`src/rtl/rsp_pkg.sv`:
```
// Package for the Reed-Solomon parity encoder: register indexes, reset values,
// the GF(256) multiply and the configuration struct. No dependencies.
`default_nettype none
package rsp_pkg;

  localparam int MAX_PARITY_DEF = 30;

  localparam int CFG_IDX_W  = 2;
  localparam int CFG_DATA_W = 9;

  localparam logic [CFG_IDX_W-1:0] REG_PARITY_COUNT = 2'd0;
  localparam logic [CFG_IDX_W-1:0] REG_PRIM_POLY    = 2'd1;

  localparam logic [4:0] PARITY_COUNT_RST = 5'd10;
  localparam logic [8:0] PRIM_POLY_RST    = 9'd285;

  typedef struct packed {
    logic [4:0] parity_count;
    logic [7:0] red;
  } rsp_cfg_t;

  // Shift-and-add multiply, reduced by the low byte of the field polynomial.
  function automatic logic [7:0] gf_mul(input logic [7:0] a, input logic [7:0] b,
                                        input logic [7:0] red);
    logic [7:0] x;
    logic [7:0] r;
    x = a;
    r = 8'd0;
    for (int k = 0; k < 8; k++) begin
      if (b[k]) r = r ^ x;
      x = {x[6:0], 1'b0} ^ (x[7] ? red : 8'd0);
    end
    return r;
  endfunction

endpackage
`default_nettype wire

```
`src/rtl/rsp_queue.sv`:
```
// Two-entry queue of finished remainders between front and back end.
// Depends on rsp_pkg.
`default_nettype none
module rsp_queue #(
  parameter int MAX_PARITY = rsp_pkg::MAX_PARITY_DEF
) (
  input  wire logic                          clk,
  input  wire logic                          rst_n,
  input  wire logic                          push,
  input  wire logic [MAX_PARITY-1:0][7:0]    push_rem,
  output logic                               can_push,
  input  wire logic                          pop,
  output logic                               not_empty,
  output logic [MAX_PARITY-1:0][7:0]         head_rem
);
  import rsp_pkg::*;

  logic [MAX_PARITY-1:0][7:0] ent_r [2];
  logic                       wp_r;
  logic                       rp_r;
  logic [1:0]                 cnt_r;

  assign can_push  = (cnt_r != 2'd2);
  assign not_empty = (cnt_r != 2'd0);
  assign head_rem  = ent_r[rp_r];

  always_ff @(posedge clk) begin
    if (push) ent_r[wp_r] <= push_rem;
  end

  always_ff @(posedge clk) begin
    if (!rst_n) begin
      wp_r  <= 1'b0;
      rp_r  <= 1'b0;
      cnt_r <= 2'd0;
    end else begin
      if (push) wp_r <= !wp_r;
      if (pop)  rp_r <= !rp_r;
      cnt_r <= cnt_r + 2'(push) - 2'(pop);
    end
  end

endmodule
`default_nettype wire

```
`config.mk`:
```
export PLATFORM = sky130hd
export DESIGN_NAME = rsp_queue
export DESIGN_NICKNAME = d
export VERILOG_FILES = /design/src/rtl/rsp_pkg.sv /design/src/rtl/rsp_queue.sv
export SDC_FILE = /design/constraint.sdc
export NUM_CORES = 1
export LEC_CHECK = 0
export BUFFER_PORTS_ARGS = -buffer_cell sky130_fd_sc_hd__buf_2
export CAP_MARGIN = 40
export CORE_MARGIN = 2
export CORE_UTILIZATION = 48
export DETAILED_ROUTE_END_ITERATION = 8
export GPL_ROUTABILITY_DRIVEN = 0
export GPL_TIMING_DRIVEN = 0
export PLACE_DENSITY = 0.72
export RECOVER_POWER = 50
export SLEW_MARGIN = 20
export SYNTH_ARGS = -nofsm -noshare
export SYNTH_HDL_FRONTEND = slang
export SYNTH_SLANG_ARGS = --single-unit
```
`constraint.sdc`:
```
create_clock -name clk -period 16.2 [get_ports clk]
set_input_delay 1.62 -clock clk [delete_from_list [all_inputs] [get_ports clk]]
set_output_delay 1.62 -clock clk [all_outputs]
set_load 0.02 [all_outputs]
```
Word level (Yosys, flattened, before mapping)
Memories as Yosys holds them, arrays and structs flattened. A register that Yosys moved wholly into a read port is not among the register bits.
Index checks and enable logic that the tools add are counted.
{"block": "word_totals", "in_bits": 244, "out_inout_bits": 242, "register_bits": 4, "wordCells": 14, "ramBits": 480, "mem_count": 1}
{"memory": "ent_r", "depth": 2, "width": 240, "read_ports": 1, "rd_ports_with_merged_regs": 1, "wr": 1, "line": "rsp_queue.sv:18", "text": "logic [MAX_PARITY-1:0][7:0] ent_r [2];"}
{"block": "op_classes", "addsub": 2, "muxes": 4, "reduce_logical": 3, "n_eq_ne": 1}
{"operator": "two-way mux 1 bit", "count": 4}
{"operator": "adder 2 x 1 -> 2 bit", "count": 1}
{"operator": "logical NOT 1 bit", "count": 2}
{"operator": "inequality test 2 bit, second input constant", "count": 1}
{"operator": "nonzero test 2 bit", "count": 1}
{"operator": "subtractor 2 x 1 -> 2 bit", "count": 1}

Logic depth before layout (Yosys ltp)
{"block": "logic_depth", "depth_word": 3, "depth_mapped": 6, "mapped_depth_nobuf": 6}

Worst setup path after synthesis
No wires, ideal clock.
{"block": "synth_path", "kind": "input port to flip-flop", "startpoint": "input push", "endpoint": "register wp_r", "required_time_ps": 16093, "slack_ps": 3305, "t_arrival_ps": 12788, "path_stages": 2, "setup_time_ps": 107, "path_cell_list": "nor2b_1 > o21a_1"}
{"element": "from (decl)", "line": "rsp_queue.sv:9", "text": "input wire logic push,"}
{"element": "to (signal assigned)", "line": "rsp_queue.sv:37", "text": "if (push) wp_r <= !wp_r;"}
{"element": "to (decl)", "line": "rsp_queue.sv:19", "text": "logic wp_r;"}

Worst setup path after layout
{"block": "layout_path", "startpoint": "input push", "endpoint": "memory ent_r[1][173] in the netlist's numbering (enable)"}
{"block": "layout_between", "elab_chain_cells": 2}
{"element": "two-way mux 1 bit", "line": "rsp_queue.sv:28", "text": "if (push) ent_r[wp_r] <= push_rem;"}
{"element": "two-way mux 1 bit (implied by the code)", "line": "rsp_queue.sv:28"}
{"element": "to (decl)", "line": "rsp_queue.sv:18"}
Every way passes these cells.

==> flow_metrics.env <==
export IMPL_violations_in_the_final_reports="max-capacitance violations, max-slew violations"
export IMPL_required_time_reported_for_the_critical_path_endpoint_ns=16.45
export IMPL_ys_types=16
export IMPL_sink_count_of_the_clock_tree=485
export IMPL_p_switching_uw=688
export IMPL_placement_cell_area_um2=22000
export IMPL_ir_worst_vdd_mv=0.0962
export IMPL_route_vias_total=9075
export IMPL_drc=0
export IMPL_layout_worst_path_cycle_share=0.312
export IMPL_clkTransAtPathRegs_ns=0.06
export IMPL_detail_route_wirelength_um=37500
export IMPL_grt_use_total=0.185
export IMPL_worst_setup_path_category="in -> reg"
export IMPL_row_count=72
export IMPL_timing_max_cap_violations=4
export IMPL_drt_pass1_iter_count=4
export IMPL_synth_nets=1014
export IMPL_critical_path_max_stage_delay_ns=2.13
export IMPL_final_net_count=1565
export IMPL_cp_top_family="buffers and inverters"
export IMPL_timing_fmax_ghz=0.198
export IMPL_power_leakage_uw=0.00902
export IMPL_slowest_stage="sky130_fd_sc_hd__clkbuf_1"
export IMPL_p_sw_frac=0.232
export IMPL_cts_tree="built"
export IMPL_synth_seq_cells=485
export IMPL_start_kind="input port"
export IMPL_first_global_vias=9620
export IMPL_post_route_cell_area_um2=23400
export IMPL_hold_class="reg -> reg"
export IMPL_clock_power_share=0.368
export IMPL_worstPathMaxFanout=47
export IMPL_clock_skew_final_ns=0.0125
export IMPL_worst_setup_path_end_kind="register"
export IMPL_wl_per_cell_um=19.9
export IMPL_buffer_ports_inserted=485
export IMPL_iteration_0_drc_count_of_the_detailed_router=334
export IMPL_synthesis_area_um2=18600
export IMPL_timing_max_slew_rel_slack=-0.948
export IMPL_critical_path_cell_chain="clkbuf_1 > and2_0 > clkbuf_1 > buf_12"
export IMPL_timing_hold_violations_final=0
export IMPL_cp_buffers_inverters=3
export IMPL_cts_hold_buffers=0
export IMPL_timing_final_setup_violations=0
export IMPL_grt_pass1_wl_um=55800
export IMPL_report_final_slew_viol_count=150
export IMPL_grt_max_degree=54
export IMPL_layout_cells_most_common_list="480 x sky130_fd_sc_hd__edfxtp_1, 390 x sky130_fd_sc_hd__buf_2, 200 x sky130_fd_sc_hd__mux2_4"
export IMPL_antenna_found_initial=9
export IMPL_final_hold_slack_ns=0.591
export IMPL_post_cts_setup_buffers=0
export IMPL_layout_drive_gt1_share=0.546
export IMPL_fin_ws_ns=11.14
export IMPL_core_area_um2=38400
export IMPL_worst_slew_pin_transition_ns=2.92
export IMPL_unrepaired_setup_endpoints_after_global_routing="false"
export IMPL_clock_root_buffer="sky130_fd_sc_hd__clkbuf_16"
export IMPL_post_dp_hpwl_um=26700
export IMPL_seqPwrFrac=0.495
export IMPL_die_x_um=201
export IMPL_clk_latency_ns=0.57
export IMPL_post_cts_resize_count=0
export IMPL_route_detailed_vias_per_inst=4.82
export IMPL_period_minus_slack_ns=5.06
export IMPL_floorplan_die_height_um=201
export IMPL_clk_path_buf_depth=3
export IMPL_internal_power_uw=2280
export IMPL_detail_route_antenna_nets=0
export IMPL_floorplan_io_pins=486
export IMPL_critical_path_arrival_ns=5.30
export IMPL_cells_after_synth=768
export IMPL_remaining_global_route_overflow=0
export IMPL_start_util=0.484
export IMPL_share_comb_of_total_power=0.137
export IMPL_synthToLayoutAreaGrowth_pct=26.1
export IMPL_powerDensity_nw_per_um2=127
export IMPL_run_status="complete, but fails checks"
export IMPL_syn_avg_cell_area_um2=24.2
export IMPL_die_area_um2=40300
export IMPL_htreeDepth=2
export IMPL_synth_seq_area_share=0.782
export IMPL_final_common_cell="sky130_fd_sc_hd__edfxtp_1"
export IMPL_numCtsBuffers=48
export IMPL_ff2ff_setup_slack_ns=12.03
export IMPL_crit_top_cell="sky130_fd_sc_hd__clkbuf_1"
export IMPL_synth_warning_count=0
export IMPL_placement_setup_worst_slack_ns=12.68
[worst paths after layout]
path,endpoint,cells past startpoint,start
setup / recovery,ent_r[1][173]$_DFFE_PP_,4,push
hold / removal,register,2,rp_r$_SDFFE_PN0P_
setup reg to reg,ent_r[1][173]$_DFFE_PP_,3,wp_r$_SDFFE_PN0P_
hold reg to reg,register,2,rp_r$_SDFFE_PN0P_
[registers in the layout, summed over array words and instances, names as in the netlist, named ones only]
| register | flops |
|---|---|
| rp_r | 1 |
| wp_r | 1 |
| cnt_r | 2 |
| ent_r | 480 |
[kinds of logic (layout without fill, tap and decap cells)]
family,after synthesis,count (layout),share of synthesized area
DFF,485,485,0.782
xor gates and xnor gates,2,2,0.00168
adders and majority gates,2,2,0.00135
buffers and inverters,29,620,0.0258
and+or+nand+nor,9,9,0.00290
other,0,6,0
muxes,240,240,0.186
AOI/OAI and AO/OA,1,1,0.000405
[Yosys cell counts]
master | n | area, um2
sky130_fd_sc_hd__xor2_1 | 1 | 8.76
sky130_fd_sc_hd__nor2b_1 | 3 | 18.8
sky130_fd_sc_hd__buf_12 | 22 | 440
sky130_fd_sc_hd__buf_6 | 1 | 11.3
sky130_fd_sc_hd__buf_2 | 4 | 20.0
sky130_fd_sc_hd__xnor3_1 | 1 | 22.5
sky130_fd_sc_hd__ha_1 | 2 | 25.0
sky130_fd_sc_hd__inv_1 | 2 | 7.51
sky130_fd_sc_hd__mux2_2 | 40 | 450
sky130_fd_sc_hd__or2_2 | 1 | 6.26
sky130_fd_sc_hd__nand2_1 | 1 | 3.75
sky130_fd_sc_hd__edfxtp_1 | 480 | 14400
sky130_fd_sc_hd__o21a_1 | 1 | 7.51
sky130_fd_sc_hd__dfxtp_1 | 5 | 100
sky130_fd_sc_hd__and2_1 | 4 | 25.0
sky130_fd_sc_hd__mux2_4 | 200 | 3000
[through the flow]
stage / std cells / total power, uW / utilization / setup TNS (ns)
2_1_floorplan: 768 / 1780 / - / 0
3_3_place_gp: 1771 / 1920 / 0.564 / -781.01
3_5_place_dp: 1787 / 1910 / 0.574 / 0
4_1_cts: 1877 / 3010 / 0.615 / 0
5_1_grt: 1881 / 3070 / 0.610 / 0
6_report: 1883 / 2960 / 0.610 / 0
[cell type report]
| class | count | area [um2] |
|---|---|---|
| inverter | 2 | 7.51 |
| clock buffer | 56 | 1250 |
| sequential | 485 | 14500 |
| clock inverter | 34 | 312 |
| tap | 518 | 648 |
| timing repair buffer | 501 | 2620 |
| buffer | 27 | 472 |
| multi-input combinational | 254 | 3570 |
| fill | 2869 | 15000 |
| antenna | 6 | 15.0 |
[tightest hold or removal path: cells and delay by family, from the launching register on]
| kind | cells | cell delay (ns) |
|---|---|---|
| simple gates | 1 | 0.14 |
| flops | 1 | 0.33 |
| xor+xnor | 1 | 0.08 |
[power groups by stage]
stage / clock, uW / combinational (uW) / sequential (uW)
2_1_floorplan: 0 / 268 / 1510
3_3_place_gp: 0 / 396 / 1520
3_5_place_dp: 0 / 416 / 1490
4_1_cts: 1120 / 417 / 1470
5_1_grt: 1160 / 429 / 1470
6_report: 1090 / 405 / 1470
[per-layer routing]
metal	track usage	vias to the layer above	wire length, um
li1	-	4188	-
met1	0.201	4467	13600
met2	0.321	336	19200
met3	0.0732	78	3330
met4	0.0780	6	1310
met5	0	-	43
No activity file was read; power rests on OpenSTA's default activity.
